--- config.mk ---
export PLATFORM = sky130hd
export DESIGN_NAME = tccw_ctrl
export DESIGN_NICKNAME = d
export VERILOG_FILES = /design/src/design/tccw_pkg.sv /design/src/design/tccw_ctrl.sv
export SDC_FILE = /design/constraint.sdc
export NUM_CORES = 1
export LEC_CHECK = 0
export BUFFER_PORTS_ARGS = -buffer_cell sky130_fd_sc_hd__buf_2
export CORE_MARGIN = 5
export CORE_UTILIZATION = 35
export CTS_CLUSTER_SIZE = 14
export DETAILED_ROUTE_END_ITERATION = 8
export PLACE_DENSITY = 0.66
export SYNTH_ARGS = -nofsm -noshare
export SYNTH_HDL_FRONTEND = slang
export SYNTH_SLANG_ARGS = --single-unit
--- constraint.sdc ---
create_clock -name clock -period 1.9 [get_ports clock]
set_clock_uncertainty 0.2 [all_clocks]
set_input_delay 0.285 -clock clock [delete_from_list [all_inputs] [get_ports clock]]
set_output_delay 0.285 -clock clock [all_outputs]
set_load 0.01 [all_outputs]
--- src/design/tccw_pkg.sv ---
// Shared types, constants and helpers of the text console character writer.
package tccw_pkg;

   localparam int OP_W       = 2;
   localparam int CH_W       = 8;
   localparam int IDX_W      = 11;
   localparam int COLOR_W    = 8;
   localparam int CELL_W     = CH_W + COLOR_W;
   localparam int ROW_PORT_W = 5;
   localparam int COL_PORT_W = 7;
   localparam int TAB_CNT_W  = 3;

   localparam logic [OP_W-1:0] OP_PUT   = 2'd0;
   localparam logic [OP_W-1:0] OP_CLEAR = 2'd1;
   localparam logic [OP_W-1:0] OP_READ  = 2'd2;

   localparam logic [CH_W-1:0] CH_SPACE      = 8'h20;
   localparam logic [CH_W-1:0] CH_NEWLINE    = 8'h0A;
   localparam logic [CH_W-1:0] CH_TAB        = 8'h09;
   localparam logic [CH_W-1:0] CH_LAST_PRINT = 8'h7E;

   localparam logic [TAB_CNT_W-1:0] TAB_WIDTH   = 3'd4;
   localparam logic [COLOR_W-1:0]   COLOR_RESET = 8'h0F;

   // Commands from the controller to the datapath in the current cycle.
   typedef struct packed {
      logic accept;
      logic put;
      logic put_space;
      logic newline;
      logic home;
      logic rd;
      logic sweep_start;
      logic sweep_clear;
      logic sweep_scroll;
      logic tab_load;
      logic tab_dec;
      logic rsp;
   } tccw_cmd_type;

   // Status from the datapath back to the controller.
   typedef struct packed {
      logic row_last;
      logic col_last;
      logic tab_last;
      logic clear_done;
      logic scroll_done;
   } tccw_status_type;

   function automatic logic is_printable(logic [CH_W-1:0] c);
      return c inside {[CH_SPACE:CH_LAST_PRINT]};
   endfunction

endpackage

--- src/design/tccw_ctrl.sv ---
// Controller state machine that sequences puts, tabs, scrolls and clears.
module tccw_ctrl import tccw_pkg::*; (
   input  logic             clock,
   input  logic             reset,
   input  logic             start,
   input  logic [OP_W-1:0]  req_op,
   input  logic [CH_W-1:0]  req_ch,
   input  tccw_status_type  status,
   output logic             busy,
   output tccw_cmd_type     cmd
);

   typedef enum logic [3:0] {
      ST_RUN    = 4'b0001,
      ST_TAB    = 4'b0010,
      ST_SCROLL = 4'b0100,
      ST_CLEAR  = 4'b1000
   } ctl_state_type;

   ctl_state_type state_ff, state_in;
   logic          pend_ff, pend_in;
   logic          ret_tab_ff, ret_tab_in;
   logic          accept;
   logic          wrap_scroll;

   assign busy        = (state_ff != ST_RUN);
   assign accept      = start && !busy;
   assign wrap_scroll = status.col_last && status.row_last;

   always_comb begin
      state_in   = state_ff;
      pend_in    = pend_ff;
      ret_tab_in = ret_tab_ff;
      cmd        = '0;
      case (state_ff)
         ST_RUN: begin
            if (accept) begin
               cmd.accept = 1'b1;
               case (req_op)
                  OP_PUT: begin
                     if (is_printable(req_ch)) begin
                        cmd.put = 1'b1;
                        if (wrap_scroll) begin
                           cmd.sweep_start = 1'b1;
                           ret_tab_in      = 1'b0;
                           state_in        = ST_SCROLL;
                        end else begin
                           cmd.rsp = 1'b1;
                        end
                     end else if (req_ch == CH_NEWLINE) begin
                        cmd.newline = 1'b1;
                        if (status.row_last) begin
                           cmd.sweep_start = 1'b1;
                           ret_tab_in      = 1'b0;
                           state_in        = ST_SCROLL;
                        end else begin
                           cmd.rsp = 1'b1;
                        end
                     end else if (req_ch == CH_TAB) begin
                        cmd.tab_load = 1'b1;
                        state_in     = ST_TAB;
                     end else begin
                        cmd.rsp = 1'b1;
                     end
                  end
                  OP_CLEAR: begin
                     cmd.home        = 1'b1;
                     cmd.sweep_start = 1'b1;
                     pend_in         = 1'b1;
                     state_in        = ST_CLEAR;
                  end
                  OP_READ: begin
                     cmd.rd  = 1'b1;
                     cmd.rsp = 1'b1;
                  end
                  default: begin
                     cmd.rsp = 1'b1;
                  end
               endcase
            end
         end
         ST_TAB: begin
            cmd.put       = 1'b1;
            cmd.put_space = 1'b1;
            cmd.tab_dec   = 1'b1;
            if (wrap_scroll) begin
               cmd.sweep_start = 1'b1;
               ret_tab_in      = !status.tab_last;
               state_in        = ST_SCROLL;
            end else if (status.tab_last) begin
               cmd.rsp  = 1'b1;
               state_in = ST_RUN;
            end
         end
         ST_SCROLL: begin
            cmd.sweep_scroll = 1'b1;
            if (status.scroll_done) begin
               if (ret_tab_ff) begin
                  state_in = ST_TAB;
               end else begin
                  cmd.rsp  = 1'b1;
                  state_in = ST_RUN;
               end
            end
         end
         ST_CLEAR: begin
            cmd.sweep_clear = 1'b1;
            if (status.clear_done) begin
               // The clearing pass after reset answers no transaction.
               cmd.rsp  = pend_ff;
               pend_in  = 1'b0;
               state_in = ST_RUN;
            end
         end
         default: begin
            state_in = ST_RUN;
         end
      endcase
   end

   always_ff @(posedge clock) begin
      if (reset) begin
         state_ff   <= ST_CLEAR;
         pend_ff    <= 1'b0;
         ret_tab_ff <= 1'b0;
      end else begin
         state_ff   <= state_in;
         pend_ff    <= pend_in;
         ret_tab_ff <= ret_tab_in;
      end
   end

endmodule

==> results.yml, run 1 <==
global_route:
  grt_pass1_wl_um: 3790
  grt.overflow.total: 0
  antenna_found_initial: 0
  first_global_vias: 820
  grt_use_total_pct: 19.0
  grt_max_degree: 8
critical_path:
  cp.required_ns: 1.41
  slowest_stage: "dfxtp_4"
  reg2reg_slack_ns: -0.14
  rr_worst_depth: 7
  startpoint: "state_ff[2]"
  reg2reg_from: "state_ff[2]"
  rr_endpoint: "ret_tab_ff"
  crit_path_start_kind: "register"
  crit_path_end_kind: "output port"
  crit_fanout: 3
  cp_cell_sequence: "nor4b_4 -> buf_4 -> nand3_4 -> buf_6 -> o21ai_2 -> buf_2"
  slowest_delay_ns: 0.36
  arrival_ns: 1.60
  worstSetupPathType: "reg2out"
placement:
  routabilityCongestion: 0.837
  place_area_um2: 942
  numPortBuffers: 30
  dp_hpwl_um: 1780
finish:
  postLayoutCellArea_mm2: 0.00119
  nFillCells: 159
  layout_commonest_cell: "buf_2"
  area_growth_pct: 90.4
  mostFrequentLayoutCells: "buf_2, buf_4, inv_1, buf_6, nand2_1"
  final_layout_size_suffix_gt1_share_pct: 62.5
  final_nets: 164
  diodes: 0
hold_path:
  min_to: "state_ff[2]"
  hold_start: "reset"
  holdPathStages: 2
  hold_path_class: "in2reg"
pwr:
  power.density_mw_per_mm2: 417
  ir_worst_vdd_uv: 592
  p_leak_nw: 0.560
  power_uw: 495
timing:
  rsz0062_at_grt: "true"
  tightest_slew_ns: 0.616
  max_slew_margin_pct: 58.8
  fmax_mhz: 480
  finalCriticalPeriod_ns: 2.09
  finalSetupTns_ns: -1.30
  drv_slew: 0
  finalSetupViolCount: 12
  layout_setup_ws_ns: -0.185
  hold_viol: 0
  period_share_pct: 110
floorplan:
  placementRows: 15
  coreArea_mm2: 0.00171
  die_area_mm2: 0.00272
  start_util_pct: 36.5
  ios: 31
  fp.dieH_um: 52.2
  die_x_um: 52.2
run_status:
  violations: "negative setup slack"
  outcome: "complete, but fails checks"
logic_synthesis:
  syn-num-nets: 103
  synthDistinctLibCells: 38
  yosysWarnings: 0
  ys_seq_elements: 6
  synth_ff_type: "dfxtp_1"
  synth_cells: 85
  seq_area_frac_synth_pct: 19.3
  synth_edf_count: 0
  synth_area_um2: 623
  postSynth.asyncResetShare_pct: 0
  avgSynthCellArea_um2: 7.33
clock_tree:
  root_buffer: "clkbuf_4"
  clk_latency_ns: 0.27
  cts_tree: "done"
  cts_buffers: 3
  clkSinkCount: 6
  cts_hold_buffers: 0
  clkTransAtPathRegs_ns: 0.05
  clock_path_buffers: 2
  cts_max_level: 1
routing:
  wl_met2_um: 1260
  first_iter_violations: 24
  met1_length_um: 1110
  ant_nets: 0
  vias_per_cell: 5.57
  wl_per_cell_um: 15.1
  met3WireLength_um: 155
  num_vias: 942
  totalWireLength_um: 2550
  top_layer: "met4"
  drcViolationCount: 0
  dr.pass1.iters: 4
flow_run:
  drv_cap: 0
state kept, by name, indices dropped and copies added, names as in the netlist:
name	cells
state_ff	4
pend_ff	1
ret_tab_ff	1
area by class of cell:
cell class	instances	area, µm²	area share (%)
Sequential cell	6	130	11.0
Clock buffer	3	22.5	1.90
Multi-Input combinational cell	67	569	48.0
Inverter	10	40.0	3.38
Tap cell	25	31.3	2.64
Timing Repair Buffer	58	393	33.1
how the worst max path moves through the flow:
stage / endpoint / slack, ns / cells after the start
2_1_floorplan: cmd[5] / 0.009 / 6
3_5_place_dp: state_ff[1] / -0.14 / 6
4_1_cts: cmd[0] / -0.17 / 6
5_1_grt: cmd[5] / -0.24 / 6
6_report: cmd[10] / -0.19 / 6
3_3_place_gp: cmd[0] / -0.10 / 7
routing by layer:
metal,track usage [%],vias to the layer above
met5,0,-
met4,5.11,0
met3,4.56,7
met2,30.5,43
met1,25.1,444
li1,-,448
cells by family after synthesis:
logic type             Yosys count  synth area share [%]
buffers and inverters           12                  9.04
flip-flops                       6                  19.3
multiplexers                     1                  1.81
AO/OA/AOI/OAI                   23                  26.1
AND/OR/NAND/NOR                 42                  42.4
XOR/XNOR                         1                  1.41
timing repair:
item | CTS | global route
endpoints found under the setup margin | 11 | 13
pin swaps | 6 | 9
resized for setup | 17 | 27
buffers inserted | 3 | 5
through the flow:
stage	util (%)	instances	hold WS, ns	worst slack [ns]
floorplan	-	85	0.154	0.00862
finish	69.5	169	0.0723	-0.185
global placement	55.2	158	0.260	-0.104
global route	69.5	169	0.0777	-0.239
CTS	61.8	164	0.0791	-0.170
detailed placement	55.2	158	0.269	-0.139
Yosys cell counts (2+ instances only):
| cell type | instances | share of area (%) |
|---|---|---|
| dfxtp_1 | 6 | 19 |
| a211oi_1 | 2 | 2.4 |
| inv_1 | 10 | 6.0 |
| o21ai_0 | 4 | 3.2 |
| nand3b_1 | 2 | 2.4 |
| and3_1 | 3 | 3.0 |
| nor3_1 | 3 | 2.4 |
| nor2_1 | 7 | 4.2 |
| nor4_1 | 2 | 2.0 |
| nor3b_1 | 3 | 3.6 |
| a221oi_1 | 2 | 2.8 |
| nand3_2 | 2 | 3.2 |
| nand3_1 | 4 | 3.2 |
| a21oi_1 | 4 | 3.2 |
| nand2_1 | 8 | 4.8 |
power by group:
part	total (mW)	internal [mW]	switching, mW	leakage (nW)
combinational	0.224	0.114	0.111	0.495
sequential	0.139	0.132	0.00730	0.0507
clock	0.131	0.0723	0.0590	0.0138
total	0.495	0.318	0.177	0.560
critical path, delay by kind of cell (launching register included):
kind	cells	cell delay [ns]
buffers and inverters	3	0.47
AND/OR/NAND/NOR	2	0.42
flip-flops	1	0.36
AO/OA/AOI/OAI	1	0.09
(Power assumes the default switching activity.)
==> run 2: changes to the inputs <==
- REMOVE_ABC_BUFFERS: not set -> 1
==> run 2 against run 1 <==
Compared with the run above: the run still ends with negative setup slack left; wire length is 5.0% lower; register-to-register slack hardly changed; final cell count is 0.59% higher; critical path depth stayed put; sequential power is 3% higher; design area is 4.0% lower; sequential share of layout area hardly changed; count of clock-buffer cells in the layout stayed put; setup slack worse by 0.028 ns; global-route usage is 0.92 points lower.
==> results.yml, run 2 (synthesis results as in run 1) <==
global_route:
  first_global_vias: 866
  grt_use_total_pct: 18.1
  grt.overflow.total: 0
  grt_pass1_wl_um: 3700
  antenna_found_initial: 0
  grt_max_degree: 9
finish:
  nFillCells: 141
  diodes: 0
  area_growth_pct: 82.7
  reg_top3: "state_ff: 4 flops, pend_ff: 1 flops, ret_tab_ff: 1 flops"
  finalNonFillerCells: 170
  multi_input_area_um2: 527
  mostFrequentLayoutCells: "buf_2, buf_4, inv_1, nor2_1"
  largest_reg_flops: 4
  seqCellArea_um2: 125
  fin_util_pct: 66.7
  layout_commonest_cell: "buf_2"
  regMostFlops: "state_ff"
  final_nets: 165
  final_layout_size_suffix_gt1_share_pct: 58.6
critical_path:
  slowest_delay_ns: 0.38
  crit_path_end_kind: "output port"
  crit_fanout: 4
  cp.required_ns: 1.41
  arrival_ns: 1.63
  crit_path_start_kind: "register"
  cp_cell_sequence: "nor4b_4 -> buf_4 -> nand3_2 -> buf_6 -> o21ai_2 -> buf_2"
  worstSetupPathType: "reg2out"
  slowest_stage: "nor4b_4"
routing:
  wl_per_cell_um: 14.2
  totalWireLength_um: 2420
  num_vias: 934
  ant_nets: 0
  drcViolationCount: 0
  first_iter_violations: 12
  vias_per_cell: 5.49
  dr.pass1.iters: 4
pwr:
  power.density_mw_per_mm2: 422
  ir_worst_vdd_uv: 347
  power_uw: 480
  p_leak_nw: 0.558
timing:
  finalSetupViolCount: 12
  fmax_mhz: 473
  max_slew_margin_pct: 61.0
  tightest_slew_ns: 0.583
  finalCriticalPeriod_ns: 2.11
  hold_viol: 0
  rsz0062_at_grt: "true"
  period_share_pct: 111
  layout_setup_ws_ns: -0.213
  holdWs_ns: 0.0986
  drv_slew: 0
clock_tree:
  clk_latency_ns: 0.25
  clkSinkCount: 6
  clock_path_buffers: 2
  root_buffer: "clkbuf_4"
  cts_max_level: 1
  cts_hold_buffers: 0
  clkTransAtPathRegs_ns: 0.05
  cts_buffers: 3
  cts_tree: "done"
hold_path:
  hold_path_class: "in2reg"
floorplan:
  placementRows: 15
  die_area_mm2: 0.00272
  die_x_um: 52.2
  fp.dieH_um: 52.2
  coreArea_mm2: 0.00171
  start_util_pct: 36.5
  ios: 31
placement:
  placedCellCount: 160
  numPortBuffers: 30
  dp_slack_ns: -0.102
  dp_hpwl_um: 1690
  routabilityCongestion: 0.831
run_status:
  outcome: "complete, but fails checks"
  violations: "negative setup slack"
flow_run:
  drv_cap: 0
[run 2: changes by cell type in the layout (fill, tap and decap cells not counted), sizes merged]
| cell | delta |
|---|---|
| buf | +1 |
[run 2: metal layers]
| metal | vias up | global-route usage (%) | part of all wire [%] |
|---|---|---|---|
| li1 | 446 | - | - |
| met1 | 454 | 23.2 | 42 |
| met2 | 32 | 29.3 | 51 |
| met3 | 2 | 5.13 | 5.7 |
| met4 | 0 | 5.11 | 0.66 |
| met5 | - | 0 | 0 |
[run 2: layout make-up]
cell class	count	share of cell area, %
Sequential cell	6	11.0
Tap cell	25	2.75
Timing Repair Buffer	59	34.7
Multi-Input combinational cell	67	46.3
Inverter	10	3.30
Clock buffer	3	1.98
[run 2: worst paths after layout]
| kind | from | cells after the start | slack (ns) | end |
|---|---|---|---|---|
| worst min register to register | pend_ff | 2 | 0.29 | pend_ff |
| worst max-delay path | state_ff[3] | 6 | -0.21 | cmd[10] |
| worst min-delay path | reset | 2 | 0.1 | state_ff[1] |
| worst max register to register | state_ff[3] | 7 | -0.15 | ret_tab_ff |
[run 2: repair_timing]
action | 4_1_cts | 5_1_grt
gates resized for setup | 23 | 5
setup endpoints to repair | 14 | 13
pin swaps | 8 | 2
buffers inserted | 5 | 2
[run 2: stage by stage]
stage	TNS, ns	cell area, µm²
after global placement	-0.442	951
after detailed placement	-0.579	951
after CTS	-0.862	1090
final	-1.51	1140
after floorplan	-0.0914	604
after global routing	-2.62	1140
[run 2: where the power goes]
part           internal, mW  total [mW]  switching [mW]
clock network        0.0718       0.124          0.0519
logic                 0.111       0.213           0.102
registers             0.134       0.143         0.00870
[run 2: worst max-delay path: cells and delay by family, from the launching register on]
kind / cells / cell delay [ns]
buffers and inverters: 3 / 0.47
AND/OR/NAND/NOR: 2 / 0.46
flip-flops: 1 / 0.34
AO/OA/AOI/OAI: 1 / 0.10
==> run 3: changes to the inputs <==
- CTS_BUF_LIST: not set -> sky130_fd_sc_hd__clkbuf_8
- SKIP_LAST_GASP: not set -> 1
==> run 3 against run 2 <==
Compared with the run above: the run still ends with negative setup slack left; first-iteration DRC count down 17%; final cell count down 1.2%; count of clock-buffer cells in the layout unchanged; design area up 0.11%; via count down 4.3%; combinational power down 5%; sequential cell count unchanged; global-route usage up 0.12 points; sequential share of layout area about the same; fmax up 0.85%; setup slack better by 0.018 ns.
==> results.yml, run 3 (synthesis results as in run 1) <==
pwr:
  p_leak_nw: 0.554
  ir_worst_vdd_uv: 401
  power_uw: 543
  power.density_mw_per_mm2: 476
finish:
  regMostFlops: "state_ff"
  layout_commonest_cell: "buf_2"
  nFillCells: 137
  reg_top3: "state_ff: 4 flops, pend_ff: 1 flops, ret_tab_ff: 1 flops"
  diodes: 0
  fin_util_pct: 66.7
  area_growth_pct: 82.9
  finalNonFillerCells: 168
  final_nets: 163
  largest_reg_flops: 4
  final_layout_size_suffix_gt1_share_pct: 58.0
  mostFrequentLayoutCells: "buf_2, buf_4, inv_1, nor2_1, nand2_1"
critical_path:
  worstSetupPathType: "reg2out"
  reg2reg_slack_ns: -0.08
  rr_worst_depth: 6
  startpoint: "state_ff[0]"
  crit_top_cell: "buf_4"
  reg2reg_from: "state_ff[3]"
  cp.required_ns: 1.41
  slowest_delay_ns: 0.34
  crit_path_start_kind: "register"
  crit_cells: 7
  arrival_ns: 1.61
  cp_cell_sequence: "buf_4 -> nor4_1 -> buf_4 -> a32oi_1 -> nand3_1 -> a31o_2 -> buf_6"
  path_buf_inv: 3
  cp_top_family: "compound AO/OA/AOI/OAI gates"
  crit_end: "cmd[0]"
  crit_fanout: 5
  crit_path_end_kind: "output port"
  slowest_stage: "dfxtp_2"
  rr_endpoint: "ret_tab_ff"
timing:
  finalSetupViolCount: 12
  layout_setup_ws_ns: -0.196
  fmax_mhz: 477
  drv_slew: 0
  period_share_pct: 110
  max_slew_margin_pct: 57.2
  finalCriticalPeriod_ns: 2.10
  hold_viol: 0
  rsz0062_at_grt: "true"
  tightest_slew_ns: 0.641
clock_tree:
  cts_max_level: 1
  cts_hold_buffers: 0
  root_buffer: "clkbuf_8"
  cts_buffers: 3
  clk_latency_ns: 0.23
  clkTransAtPathRegs_ns: 0.04
  clkSinkCount: 6
  cts_tree: "done"
  clock_path_buffers: 2
floorplan:
  start_util_pct: 36.5
  fp.dieH_um: 52.2
  placementRows: 15
  die_area_mm2: 0.00272
  coreArea_mm2: 0.00171
  die_x_um: 52.2
  ios: 31
global_route:
  grt_pass1_wl_um: 3730
  grt.overflow.total: 0
  first_global_vias: 835
  antenna_found_initial: 0
  grt_use_total_pct: 18.2
  grt_max_degree: 9
routing:
  vias_per_cell: 5.32
  dr.pass1.iters: 4
  num_vias: 894
  first_iter_violations: 10
  ant_nets: 0
  totalWireLength_um: 2400
  drcViolationCount: 0
  wl_per_cell_um: 14.3
flow_run:
  drv_cap: 0
run_status:
  violations: "negative setup slack"
  outcome: "complete, but fails checks"
placement:
  routabilityCongestion: 0.831
  numPortBuffers: 30
  dp_hpwl_um: 1690
  placedCellCount: 160
hold_path:
  hold_path_class: "in2reg"
[run 3: report_power, final]
| group | internal [mW] | leakage, nW | switching (mW) |
|---|---|---|---|
| registers | 0.135 | 0.0501 | 0.00741 |
| logic | 0.103 | 0.482 | 0.100 |
| clock network | 0.137 | 0.0216 | 0.0605 |
| total | 0.375 | 0.554 | 0.168 |
[run 3: final cells by class]
class                           instances  area, µm²  share of cell area (%)
Multi-Input combinational cell         67        528                    46.3
Timing Repair Buffer                   57        377                    33.0
Sequential cell                         6        125                    11.0
Clock buffer                            3       41.3                    3.62
Inverter                               10       37.5                    3.29
Tap cell                               25       31.3                    2.74
[run 3: layer usage]
layer  global-route usage [%]  up-vias  share of wire [%]
met1                     24.6      418                 43
met3                     5.13        6                5.5
li1                         -      442                  -
met4                     4.26        0                2.0
met2                     28.5       28                 50
met5                        0        -                  0
[run 3: how the worst min path moves through the flow]
stage	startpoint	to	cells after the start
after floorplan	reset	state_ff[2]	1
after global placement	pend_ff	pend_ff	2
after detailed placement	pend_ff	pend_ff	2
after CTS	reset	state_ff[2]	2
after global routing	reset	state_ff[2]	2
final	reset	state_ff[2]	2
[run 3: metrics by stage]
stage               setup TNS (ns)  hold slack (ns)  area [µm²]  setup slack, ns
floorplan                  -0.0914            0.154         604          -0.0914
global placement            -0.442            0.257         951           -0.113
detailed placement          -0.579            0.274         951           -0.102
CTS                         -0.726            0.116        1090           -0.152
global route                 -2.25            0.124        1140           -0.293
finish                       -1.11            0.126        1140           -0.196
[run 3: what timing repair did]
action,4_1_cts,5_1_grt
pin swaps,8,2
resized for setup,20,9
buffers inserted,4,1
cloned,0,0
setup endpoints to repair,13,13
